==> src/rtl/rsrp_pkg.sv <==
package rsrp_pkg;

  localparam int SRC_WIDTH  = 256;
  localparam int SRC_HEIGHT = 384;
  localparam int MAX_SCALE  = 3;
  localparam int HALF_H     = SRC_HEIGHT / 2;

  localparam int PIX_W      = 16;
  localparam int SCOL_W     = 8;
  localparam int SROW_W     = 9;
  localparam int COL_W      = 10;
  localparam int ROW_W      = 11;
  localparam int IDX_W      = 20;
  localparam int CH_W       = 8;
  localparam int SCALE_W    = 2;
  localparam int ROWW_W     = $clog2(SRC_WIDTH * MAX_SCALE + 1);

  localparam int CFG_IDX_W  = 2;
  localparam int CFG_DATA_W = 8;

  localparam int Q_DEPTH    = 4;
  localparam int Q_PTR_W    = $clog2(Q_DEPTH);
  localparam int Q_CNT_W    = $clog2(Q_DEPTH + 1);

  localparam logic [CFG_IDX_W-1:0] CFG_SCALE  = CFG_IDX_W'(0);
  localparam logic [CFG_IDX_W-1:0] CFG_ROTATE = CFG_IDX_W'(1);

  typedef struct packed {
    logic [PIX_W-1:0]  pixel_color;
    logic [SCOL_W-1:0] src_col;
    logic [SROW_W-1:0] src_row;
  } in_t;

  typedef struct packed {
    logic [COL_W-1:0] out_col;
    logic [ROW_W-1:0] out_row;
    logic [IDX_W-1:0] out_index;
    logic [CH_W-1:0]  red;
    logic [CH_W-1:0]  green;
    logic [CH_W-1:0]  blue;
    logic             last_write;
  } out_t;

  // One classified pixel: top-left corner of its scaled block and its colour.
  typedef struct packed {
    logic [ROW_W-1:0]   r0;
    logic [COL_W-1:0]   c0;
    logic [IDX_W-1:0]   idx0;
    logic [ROWW_W-1:0]  row_w;
    logic [SCALE_W-1:0] s;
    logic [CH_W-1:0]    red;
    logic [CH_W-1:0]    green;
    logic [CH_W-1:0]    blue;
  } entry_t;

  function automatic logic [SCALE_W-1:0] eff_scale(input logic [SCALE_W-1:0] sc);
    logic [SCALE_W-1:0] s;
    s = sc;
    if (s == '0) s = SCALE_W'(1);
    if (32'(s) > MAX_SCALE) s = SCALE_W'(MAX_SCALE);
    return s;
  endfunction

endpackage

==> src/rtl/rsrp_front.sv <==
module rsrp_front (
  input  logic            clk,
  input  logic            rst_n,
  input  logic            push,
  output logic            full,
  input  rsrp_pkg::in_t   in_data,
  input  logic            cfg_valid,
  output logic            cfg_ready,
  input  logic [rsrp_pkg::CFG_IDX_W-1:0]  cfg_index,
  input  logic [rsrp_pkg::CFG_DATA_W-1:0] cfg_data,
  output logic            q_push,
  output rsrp_pkg::entry_t q_wr,
  input  logic            q_full
);
  import rsrp_pkg::*;

  logic [SCALE_W-1:0] scale_r;
  logic               rotate_r;

  logic               s1_v_r;
  logic [ROW_W-1:0]   s1_r0_r;
  logic [COL_W-1:0]   s1_c0_r;
  logic [ROWW_W-1:0]  s1_roww_r;
  logic [SCALE_W-1:0] s1_s_r;
  logic [CH_W-1:0]    s1_red_r, s1_green_r, s1_blue_r;

  logic               s2_v_r;
  entry_t             s2_r;

  logic               s1_ready, s2_ready, accept, in_frame, half;
  logic [SCALE_W-1:0] s;
  logic [ROW_W-1:0]   base_row;
  logic [COL_W-1:0]   base_col;
  logic [ROWW_W-1:0]  roww;

  assign cfg_ready = 1'b1;

  assign s2_ready = !s2_v_r || !q_full;
  assign s1_ready = !s1_v_r || s2_ready;
  assign full     = !s1_ready;
  assign accept   = push && s1_ready;
  assign q_push   = s2_v_r && !q_full;
  assign q_wr     = s2_r;

  always_comb begin
    s        = eff_scale(scale_r);
    in_frame = (32'(in_data.src_col) < SRC_WIDTH) && (32'(in_data.src_row) < SRC_HEIGHT);
    half     = 32'(in_data.src_row) >= HALF_H;
    if (rotate_r) begin
      base_row = ROW_W'(SRC_WIDTH - 1) - ROW_W'(in_data.src_col);
      if (half) base_row = base_row + ROW_W'(SRC_WIDTH);
      base_col = COL_W'(in_data.src_row);
      if (half) base_col = base_col - COL_W'(HALF_H);
      roww     = ROWW_W'(ROWW_W'(HALF_H) * ROWW_W'(s));
    end else begin
      base_row = ROW_W'(in_data.src_row);
      base_col = COL_W'(in_data.src_col);
      roww     = ROWW_W'(ROWW_W'(SRC_WIDTH) * ROWW_W'(s));
    end
  end

  always_ff @(posedge clk) begin
    if (!rst_n) begin
      scale_r  <= SCALE_W'(1);
      rotate_r <= 1'b0;
      s1_v_r   <= 1'b0;
      s2_v_r   <= 1'b0;
    end else begin
      if (cfg_valid && cfg_ready) begin
        case (cfg_index)
          CFG_SCALE:  scale_r  <= cfg_data[SCALE_W-1:0];
          CFG_ROTATE: rotate_r <= cfg_data[0];
          default: ;
        endcase
      end
      // drop out-of-frame pixels at the door
      if (s1_ready) s1_v_r <= accept && in_frame;
      if (s2_ready) s2_v_r <= s1_v_r;
    end
  end

  always_ff @(posedge clk) begin
    if (s1_ready) begin
      s1_r0_r    <= ROW_W'(base_row * ROW_W'(s));
      s1_c0_r    <= COL_W'(base_col * COL_W'(s));
      s1_roww_r  <= roww;
      s1_s_r     <= s;
      s1_red_r   <= {in_data.pixel_color[4:0], 3'b000};
      s1_green_r <= {in_data.pixel_color[9:5], 3'b000};
      s1_blue_r  <= {in_data.pixel_color[14:10], 3'b000};
    end
    if (s2_ready) begin
      s2_r.r0    <= s1_r0_r;
      s2_r.c0    <= s1_c0_r;
      s2_r.idx0  <= IDX_W'(IDX_W'(s1_r0_r) * IDX_W'(s1_roww_r)) + IDX_W'(s1_c0_r);
      s2_r.row_w <= s1_roww_r;
      s2_r.s     <= s1_s_r;
      s2_r.red   <= s1_red_r;
      s2_r.green <= s1_green_r;
      s2_r.blue  <= s1_blue_r;
    end
  end

endmodule

==> src/rtl/rsrp_queue.sv <==
module rsrp_queue (
  input  logic             clk,
  input  logic             rst_n,
  input  logic             q_push,
  input  rsrp_pkg::entry_t q_wr,
  output logic             q_full,
  input  logic             q_pop,
  output rsrp_pkg::entry_t q_rd,
  output logic             q_empty
);
  import rsrp_pkg::*;

  entry_t             mem_r [Q_DEPTH];
  logic [Q_PTR_W-1:0] wr_ptr_r, rd_ptr_r;
  logic [Q_CNT_W-1:0] cnt_r;
  logic               do_push, do_pop;

  assign q_full  = 32'(cnt_r) == Q_DEPTH;
  assign q_empty = cnt_r == '0;
  assign do_push = q_push && !q_full;
  assign do_pop  = q_pop && !q_empty;
  assign q_rd    = mem_r[rd_ptr_r];

  always_ff @(posedge clk) begin
    if (!rst_n) begin
      wr_ptr_r <= '0;
      rd_ptr_r <= '0;
      cnt_r    <= '0;
    end else begin
      if (do_push) wr_ptr_r <= wr_ptr_r + Q_PTR_W'(1);
      if (do_pop)  rd_ptr_r <= rd_ptr_r + Q_PTR_W'(1);
      if (do_push && !do_pop)      cnt_r <= cnt_r + Q_CNT_W'(1);
      else if (do_pop && !do_push) cnt_r <= cnt_r - Q_CNT_W'(1);
    end
  end

  always_ff @(posedge clk) begin
    if (do_push) mem_r[wr_ptr_r] <= q_wr;
  end

endmodule

==> src/rtl/rsrp_back.sv <==
module rsrp_back (
  input  logic             clk,
  input  logic             rst_n,
  input  rsrp_pkg::entry_t q_rd,
  input  logic             q_empty,
  output logic             q_pop,
  output logic             empty,
  input  logic             pop,
  output rsrp_pkg::out_t   out_data
);
  import rsrp_pkg::*;

  entry_t             cur_r;
  logic               cur_v_r;
  logic [SCALE_W-1:0] dx_r, dy_r;
  logic [IDX_W-1:0]   row_idx_r;
  out_t               out_r;
  logic               out_v_r;

  logic               produce, last, end_row;

  assign end_row  = dx_r == cur_r.s - SCALE_W'(1);
  assign last     = end_row && (dy_r == cur_r.s - SCALE_W'(1));
  assign produce  = cur_v_r && (!out_v_r || pop);
  assign q_pop    = !q_empty && (!cur_v_r || (produce && last));
  assign empty    = !out_v_r;
  assign out_data = out_r;

  always_ff @(posedge clk) begin
    if (!rst_n) begin
      cur_v_r <= 1'b0;
      out_v_r <= 1'b0;
    end else begin
      if (q_pop) cur_v_r <= 1'b1;
      else if (produce && last) cur_v_r <= 1'b0;
      if (produce) out_v_r <= 1'b1;
      else if (pop) out_v_r <= 1'b0;
    end
  end

  always_ff @(posedge clk) begin
    if (produce) begin
      out_r.out_col    <= cur_r.c0 + COL_W'(dx_r);
      out_r.out_row    <= cur_r.r0 + ROW_W'(dy_r);
      out_r.out_index  <= row_idx_r + IDX_W'(dx_r);
      out_r.red        <= cur_r.red;
      out_r.green      <= cur_r.green;
      out_r.blue       <= cur_r.blue;
      out_r.last_write <= last;
    end
    // load the next pixel as the last write of this one goes out
    if (q_pop) begin
      cur_r     <= q_rd;
      dx_r      <= '0;
      dy_r      <= '0;
      row_idx_r <= q_rd.idx0;
    end else if (produce) begin
      if (end_row) begin
        dx_r      <= '0;
        dy_r      <= dy_r + SCALE_W'(1);
        row_idx_r <= row_idx_r + IDX_W'(cur_r.row_w);
      end else begin
        dx_r <= dx_r + SCALE_W'(1);
      end
    end
  end

endmodule

==> src/rtl/rgb555_scale_rotate_placer.sv <==
// Scaled pixel placer for a two-screen RGB555 frame.
// Input queue side: present a pixel with its column and row on in_data and raise
// push; the item is taken on a clock edge where full is low.  Pixels outside the
// frame are taken and dropped without any write.
// Result queue side: while empty is low, out_data holds the oldest pending write
// (position, linear index, 8-bit colour, last_write on the final one of a pixel);
// raise pop to take it.
// Configuration: cfg_index 0 sets scale, 1 sets rotate; cfg_ready is always high.
// Write only while no pixel is in flight.
// Each pixel yields scale*scale writes, one per cycle from the back-end counter
// while pop keeps up, and input sustains that rate.  The first write of a pixel
// passes through two front stages (mapping, then the index multiply), the
// four-entry queue, the back-end pixel register and the output register.
// When pop stays low the output register holds, the back end stops, the queue
// fills and full rises; nothing is lost.  Reset sets scale 1, rotate 0 and
// empties every stage.
module rgb555_scale_rotate_placer (
  input  logic                            clk,
  input  logic                            rst_n,
  input  logic                            push,
  output logic                            full,
  input  rsrp_pkg::in_t                   in_data,
  output logic                            empty,
  input  logic                            pop,
  output rsrp_pkg::out_t                  out_data,
  input  logic                            cfg_valid,
  output logic                            cfg_ready,
  input  logic [rsrp_pkg::CFG_IDX_W-1:0]  cfg_index,
  input  logic [rsrp_pkg::CFG_DATA_W-1:0] cfg_data
);
  import rsrp_pkg::*;

  logic   q_push, q_full, q_pop, q_empty;
  entry_t q_wr, q_rd;

  rsrp_front u_front (
    .clk       (clk),
    .rst_n     (rst_n),
    .push      (push),
    .full      (full),
    .in_data   (in_data),
    .cfg_valid (cfg_valid),
    .cfg_ready (cfg_ready),
    .cfg_index (cfg_index),
    .cfg_data  (cfg_data),
    .q_push    (q_push),
    .q_wr      (q_wr),
    .q_full    (q_full)
  );

  rsrp_queue u_queue (
    .clk     (clk),
    .rst_n   (rst_n),
    .q_push  (q_push),
    .q_wr    (q_wr),
    .q_full  (q_full),
    .q_pop   (q_pop),
    .q_rd    (q_rd),
    .q_empty (q_empty)
  );

  rsrp_back u_back (
    .clk      (clk),
    .rst_n    (rst_n),
    .q_rd     (q_rd),
    .q_empty  (q_empty),
    .q_pop    (q_pop),
    .empty    (empty),
    .pop      (pop),
    .out_data (out_data)
  );

endmodule

==> config.mk <==
export PLATFORM = sky130hd
export DESIGN_NAME = rgb555_scale_rotate_placer
export DESIGN_NICKNAME = d
export VERILOG_FILES = /design/src/rtl/rsrp_pkg.sv /design/src/rtl/rsrp_front.sv /design/src/rtl/rsrp_queue.sv /design/src/rtl/rsrp_back.sv /design/src/rtl/rgb555_scale_rotate_placer.sv
export SDC_FILE = /design/constraint.sdc
export NUM_CORES = 1
export LEC_CHECK = 0
export ABC_AREA = 1
export BUFFER_PORTS_ARGS = -buffer_cell sky130_fd_sc_hd__buf_2
export CELL_PAD_IN_SITES_DETAIL_PLACEMENT = 1
export CELL_PAD_IN_SITES_GLOBAL_PLACEMENT = 1
export CORE_UTILIZATION = 49
export CTS_BUF_LIST = sky130_fd_sc_hd__clkbuf_4 sky130_fd_sc_hd__clkbuf_8 sky130_fd_sc_hd__clkbuf_16
export CTS_CLUSTER_DIAMETER = 30
export DETAILED_ROUTE_END_ITERATION = 8
export GPL_TIMING_DRIVEN = 0
export PLACE_DENSITY = 0.86
export SYNTH_ARGS = -nofsm -noshare
export SYNTH_HDL_FRONTEND = slang
export SYNTH_HIERARCHICAL = 1
export SYNTH_SLANG_ARGS = --single-unit
export TNS_END_PERCENT = 30
==> constraint.sdc <==
create_clock -name clk -period 14 [get_ports clk]
set_clock_uncertainty 0.05 [all_clocks]
set_input_delay 1.4 -clock clk [delete_from_list [all_inputs] [get_ports clk]]
set_output_delay 1.4 -clock clk [all_outputs]
set_load 0.02 [all_outputs]
[Yosys cells after proc, flatten, opt, wreduce, memory -nomap -nowiden]
Memories as Yosys holds them, arrays and structs flattened. A register that Yosys moved wholly into a read port is not among the register bits.
Index checks and enable logic that the tools add are counted.
Word-level totals
  output and inout bits: 69
  logic and storage cells: 124
  memories kept: 1
  bits of input ports: 48
  RAM bits: 272
  flip-flop bits (word level): 277
Memory list
  u_queue.mem_r: words 4, bits a word 68, read ports 1, clocked after memory_dff 1, write ports 1, RTL line rsrp_queue.sv:13  | entry_t mem_r [Q_DEPTH];
Operators by class
  reduce and logical (&&, ||, !) cells: 36
  add/sub/neg operators: 15
  multiplexer cells: 20
  eq/ne operators: 4
  multiply operators: 4
  magnitude comparators: 2
Operators by type and width (count)
  $mux W20: 3
  $add A20 B10 Y20: 2
  $mux W10: 3
  $mux W11: 2
  $add A20 B2 Y20: 1
  $mul A11 B10 Y20: 1
  $add A11 B2 Y11: 1
  $add A11 B9 Y11 const B: 1
  $logic_and A1 B1 Y1: 11
  $mul A11 B2 Y11: 1
  $add A10 B2 Y10: 1
  $mul A10 B2 Y10: 1
  $reduce_bool A2 Y1: 5
  $sub A9 B8 Y10 const B: 1
  $ge A9 B8 Y1 const B: 1
  $logic_not A1 Y1: 9
  $lt A9 B9 Y1 const B: 1
  $sub A8 B8 Y9 const A: 1
  $add A2 B1 Y2 const B: 4
  $mux W2: 4
  $reduce_and A2 Y1: 4
  $mux W1: 6
  $mux W3: 2
  $eq A2 B2 Y1: 2
  9 further kinds: 13

[Logic depth before layout (Yosys ltp)]
  word-level depth: 10
  depth in mapped cells: 20

[By module]
Netlist, hierarchy kept.
Modules (own cells, without submodules)
  rsrp_queue: instances 1, cells an instance 814, sequential area each 9429.0 um^2, area each 11903.9 um^2
  rsrp_back: instances 1, cells an instance 553, sequential area each 4414.2 um^2, area each 6580.1 um^2
  rsrp_front: instances 1, cells an instance 651, sequential area each 3042.9 um^2, area each 6453.7 um^2

[Worst setup path after synthesis]
OpenSTA, ideal clock, no wires.
  kind: register to register
  start point: reg u_queue.cnt_r[0]
  end point: mem u_queue/mem_r[0][0] in the netlist's numbering, enable pin
  path slack: 9.340 ns
  library setup time: 0.513 ns
  arrival time: 4.097 ns
  data required time: 13.437 ns
  buffers on the path: 0
  cell stages (with the launch flop): 7
  period minus slack after synthesis: 4.660 ns
  cell sequence: dfxtp_1 nor2_1 nand2_1 inv_1 nor2_1 nand2_1 nor2_1
Between the ends
  cells in the longest elaborated chain, start to end: 6
Ends and longest elaborated chain
  start: declaration: RTL line rsrp_queue.sv:15  | logic [Q_CNT_W-1:0] cnt_r;
  start signal: assignment: RTL line rsrp_queue.sv:32  | if (do_push && !do_pop) cnt_r <= cnt_r + Q_CNT_W'(1);
  start signal: assignment: RTL line rsrp_queue.sv:33  | else if (do_pop && !do_push) cnt_r <= cnt_r - Q_CNT_W'(1);
  $eq A3 B3 Y1: RTL line rsrp_queue.sv:18  | assign q_full = 32'(cnt_r) == Q_DEPTH;
  net q_full: RTL line rgb555_scale_rotate_placer.sv:33  | logic q_push, q_full, q_pop, q_empty;
  $logic_not A1 Y1: RTL line rsrp_front.sv:42  | assign q_push = s2_v_r && !q_full;
  $logic_and A1 B1 Y1: RTL line rsrp_front.sv:42
  net q_push: RTL line rgb555_scale_rotate_placer.sv:33
  $logic_and A1 B1 Y1: RTL line rsrp_queue.sv:20  | assign do_push = q_push && !q_full;
  $mux W1: RTL line rsrp_queue.sv:38  | if (do_push) mem_r[wr_ptr_r] <= q_wr;
  $mux W1 (not written as such): RTL line rsrp_queue.sv:38
  end: declaration: RTL line rsrp_queue.sv:13
The timed path passes the listed nets, and every way through them passes these cells.

[Worst setup path after layout]
  start point: reg u_front.s1_roww_r[9]
  end point: reg u_front.s2_r (netlist bit u_front/q_wr[52]) (data pin)
Between the ends
  cells in the longest elaborated chain, start to end: 2
Ends and longest elaborated chain
  start: declaration: RTL line rsrp_front.sv:23  | logic [ROWW_W-1:0] s1_roww_r;
  start signal: assignment: RTL line rsrp_front.sv:86  | s1_roww_r <= roww;
  $mul A11 B10 Y20: RTL line rsrp_front.sv:95  | s2_r.idx0 <= IDX_W'(IDX_W'(s1_r0_r) * IDX_W'(s1_roww_r)) + IDX_W'(s1_c0_r);
  $add A20 B10 Y20: RTL line rsrp_front.sv:95
  end: declaration: RTL line rsrp_front.sv:28  | entry_t s2_r;
Every way passes these cells.
A chain may end at the register's enable or synchronous reset.

==> flow_metrics.tcl <==
set metrics [dict create \
    drv_slew 0 \
    p_int_uw 4610 \
    drive_gt1_share_pct 17.9 \
    synthArstFlopShare_pct 0 \
    maxSlewHeadroom_pct 24.5 \
    postPlaceCellArea_sq_um 26700 \
    multiInputGateArea_sq_um 6820 \
    finalCritPeriodShare_pct 36.3 \
    swShare_pct 35.5 \
    ys_top_cells_by_area "edfxtp_1 (66%), nand2_1 (4.7%), ha_1 (4.5%)" \
    hp-class "reg2reg" \
    synth.top_cell.area_share_pct 66.1 \
    initial_utilization_pct 49.7 \
    nFillCells 4894 \
    cts_max_path_buffers 3 \
    p_sw_uw 2540 \
    cellPowerDensity_nw_per_um2 234 \
    seqCellArea_sq_um 16900 \
    met3_length_microns 6220 \
    core_area_sq_um 50200 \
    cp-start-kind "flip-flop" \
    cts_buffers 107 \
    path_max_fanout 10 \
    hold_buffers 0 \
    final_cells 3031 \
    grt_pass1_vias 20000 \
    combPwrFrac_pct 25.5 \
    clkTransAtPathRegs_ns 0.06 \
    htreeDepth 3 \
    worstPathRequired_ns 14.35 \
    synth_warnings 6 \
    mappedNetlistArea_sq_um 24900 \
    rsz0062_at_grt "no" \
    antenna_found_initial 3 \
    dp.cells 2827 \
    cp-end-kind "flip-flop" \
    die_w_microns 228 \
    status "complete, no violations" \
    final_area_sq_um 30500 \
    vias_per_cell 5.98 \
    insertion_delay_ns 0.68 \
    route.detailed.drc 0 \
    grt_pass1_wl_microns 126000 \
    drtIter0Drc 2188 \
    wl_microns 85500 \
    cp.arrival_ns 5.44 \
    regToRegStartpoint "u_front/s1_roww_r[9]" \
    post_cts_buffers 0 \
    ios 117 \
    ys_ff_latch 569 \
    cts_resized 0 \
    synth_edf_count 549 \
    detailed_place_hpwl_microns 46600 \
    rows 82 \
    leakagePower_uw 0.0124 \
    clockRootBuffer "clkbuf_16" \
    drv_cap 0 \
    gp_congestion 0.828 \
    wirelength_met1_microns 29800 \
    synth.cells.most_frequent "edfxtp_1 (549), nand2_1 (311), nor2_1 (252), inv_1 (194), o21ai_0 (161)" \
    p_seq_share_pct 36.0 \
    synth.avg_cell_area_sq_um 12.4 \
    wl_met2_microns 43400 \
    worstHoldPathCells 0 \
    fmax_mhz 197 \
    grt_max_degree 70 \
    antenna_left 0 \
    reg2reg_depth 15 \
    overflow 0 \
    io_buffers 108 \
    critical_path_class "reg2reg" \
    wl_per_cell_microns 28.2 \
    synth.most_common_cell "edfxtp_1" \
    dieArea_sq_um 51800 \
    num-nets-final 2428 \
    vias 18100 \
    cts_tree "done" \
    finalSetupViolCount 0 \
    top_layer "met5" \
    peakVddDrop_v 0.000131 \
    die_height_microns 228 \
    synth_top_cell_by_area "edfxtp_1" \
    synthToLayoutAreaGrowth_pct 22.5 \
    hold_viol 0 \
    clkPwrFrac_pct 38.5 \
    cts_sinks 569 \
    worstHoldStart "u_back/cur_r[1]" \
    postSynthCellCount 2018 \
    fin_crit_ns 5.09 \
    synth.distinct_cells 47 \
    first_pass_iters 5 \
    grt_usage_pct 33.8 \
    setup-tns-final_ns 0 \
    seq_area_frac_synth_pct 67.7 \
    synth_ff_type "edfxtp_1" \
    tightest_slew_ns 1.13 \
    crit_path_start "u_front/s1_roww_r[9]" \
]
layer usage:
| layer | up-vias | global-route usage, % |
|---|---|---|
| li1 | 7504 | - |
| met1 | 9038 | 37.1 |
| met2 | 1185 | 59.1 |
| met3 | 389 | 6.72 |
| met4 | 2 | 23.3 |
| met5 | - | 0 |
cells in the final DEF (no fill, tap or decap), types with 4 or more instances in the layout:
cell type | Yosys | final
o22ai_1 | 77 | 76
buf_6 | 12 | 12
a21oi_1 | 34 | 34
nand4_1 | 7 | 7
clkbuf_1 | 17 | 17
inv_2 | 4 | 5
edfxtp_1 | 549 | 549
nor2_2 | 5 | 5
clkbuf_4 | 1 | 14
nor2_1 | 252 | 248
clkinvlp_4 | 0 | 14
clkinv_1 | 0 | 12
nand3_2 | 5 | 5
clkbuf_16 | 0 | 107
mux2i_1 | 6 | 6
clkbuf_2 | 9 | 9
inv_6 | 1 | 8
nand2_1 | 311 | 310
o21bai_1 | 4 | 4
nand3b_1 | 4 | 4
nor3_1 | 7 | 7
buf_2 | 17 | 125
dfxtp_1 | 20 | 20
clkinv_16 | 0 | 4
buf_4 | 30 | 30
clkinv_2 | 0 | 20
ha_1 | 90 | 90
o21ai_1 | 10 | 10
nor2_4 | 3 | 7
clkinv_4 | 0 | 5
o21ai_0 | 161 | 161
fa_1 | 26 | 26
nand2_2 | 5 | 5
conb_1 | 2 | 16
bufinv_16 | 0 | 17
inv_1 | 194 | 193
xor2_1 | 43 | 43
xnor2_1 | 24 | 24
buf_12 | 0 | 13
nand3_1 | 68 | 68
metrics by stage:
step	total power (uW)	util (%)	hold slack [ns]	setup slack, ns
floorplan	3520	-	0.350	9.34
global placement	4000	52.6	0.353	6.52
detailed placement	4180	53.3	0.356	9.23
CTS	7110	60.9	0.355	9.01
global route	7340	60.9	0.364	8.75
finish	7150	60.9	0.357	8.91
sequential cells by signal, indices dropped and copies added, names as in the netlist, 5 cells and up, named ones only:
register,cells
u_back/row_idx_r,20
u_front/s1_green_r,5
u_front/s1_blue_r,5
u_front/s1_c0_r,10
u_queue/mem_r,308
u_front/q_wr,56
u_front/s1_red_r,5
u_back/out_data,66
u_back/cur_r,57
u_front/s1_r0_r,11
cells by family (layout without fill, tap and decap cells):
logic type	Yosys count	after routing	share of synthesized area [%]
muxes	6	6	0.241
buffers and inverters	286	611	5.33
DFF	569	569	67.7
other	2	18	0.0301
xor gates and xnor gates	67	67	2.35
adders and majority gates	116	116	6.60
AOI/OAI and AO/OA	298	298	6.62
and+or+nand+nor	674	674	11.1
power groups by stage:
stage                     sequential, uW  clock, uW  combinational, uW
after CTS                           2560       2770               1780
after global routing                2590       2830               1920
after detailed placement            2570          0               1620
after global placement              2550          0               1450
final                               2570       2760               1820
after floorplan                     2560          0                959
area by class of cell:
type	instances	share of cell area, %
Sequential cell	569	55.3
Buffer	87	1.89
Timing Repair Buffer	123	2.80
Tap cell	672	2.75
Multi-Input combinational cell	1177	22.3
Inverter	199	2.46
Clock buffer	120	9.08
Antenna cell	2	0.0164
Clock inverter	82	3.40
critical path, stage by stage (launching register included):
cell      delay [ns]
edfxtp_1        0.51
clkbuf_1        0.45
nand2_1         0.16
fa_1            0.58
fa_1            0.62
inv_1           0.07
ha_1            0.32
fa_1            0.52
ha_1            0.38
fa_1            0.53
nand3_1         0.14
nand3_1         0.13
nand4_1         0.14
nand2_1         0.08
nand2_1         0.07
nand2_1         0.06
final timing paths:
path | to | slack, ns
hold / removal | u_back/out_data[2] | 0.36
setup / recovery | u_front/q_wr[52] | 8.91
setup reg to reg | u_front/q_wr[52] | 8.91
hold reg to reg | u_back/out_data[2] | 0.36
No activity file was read; power rests on OpenSTA's default activity.
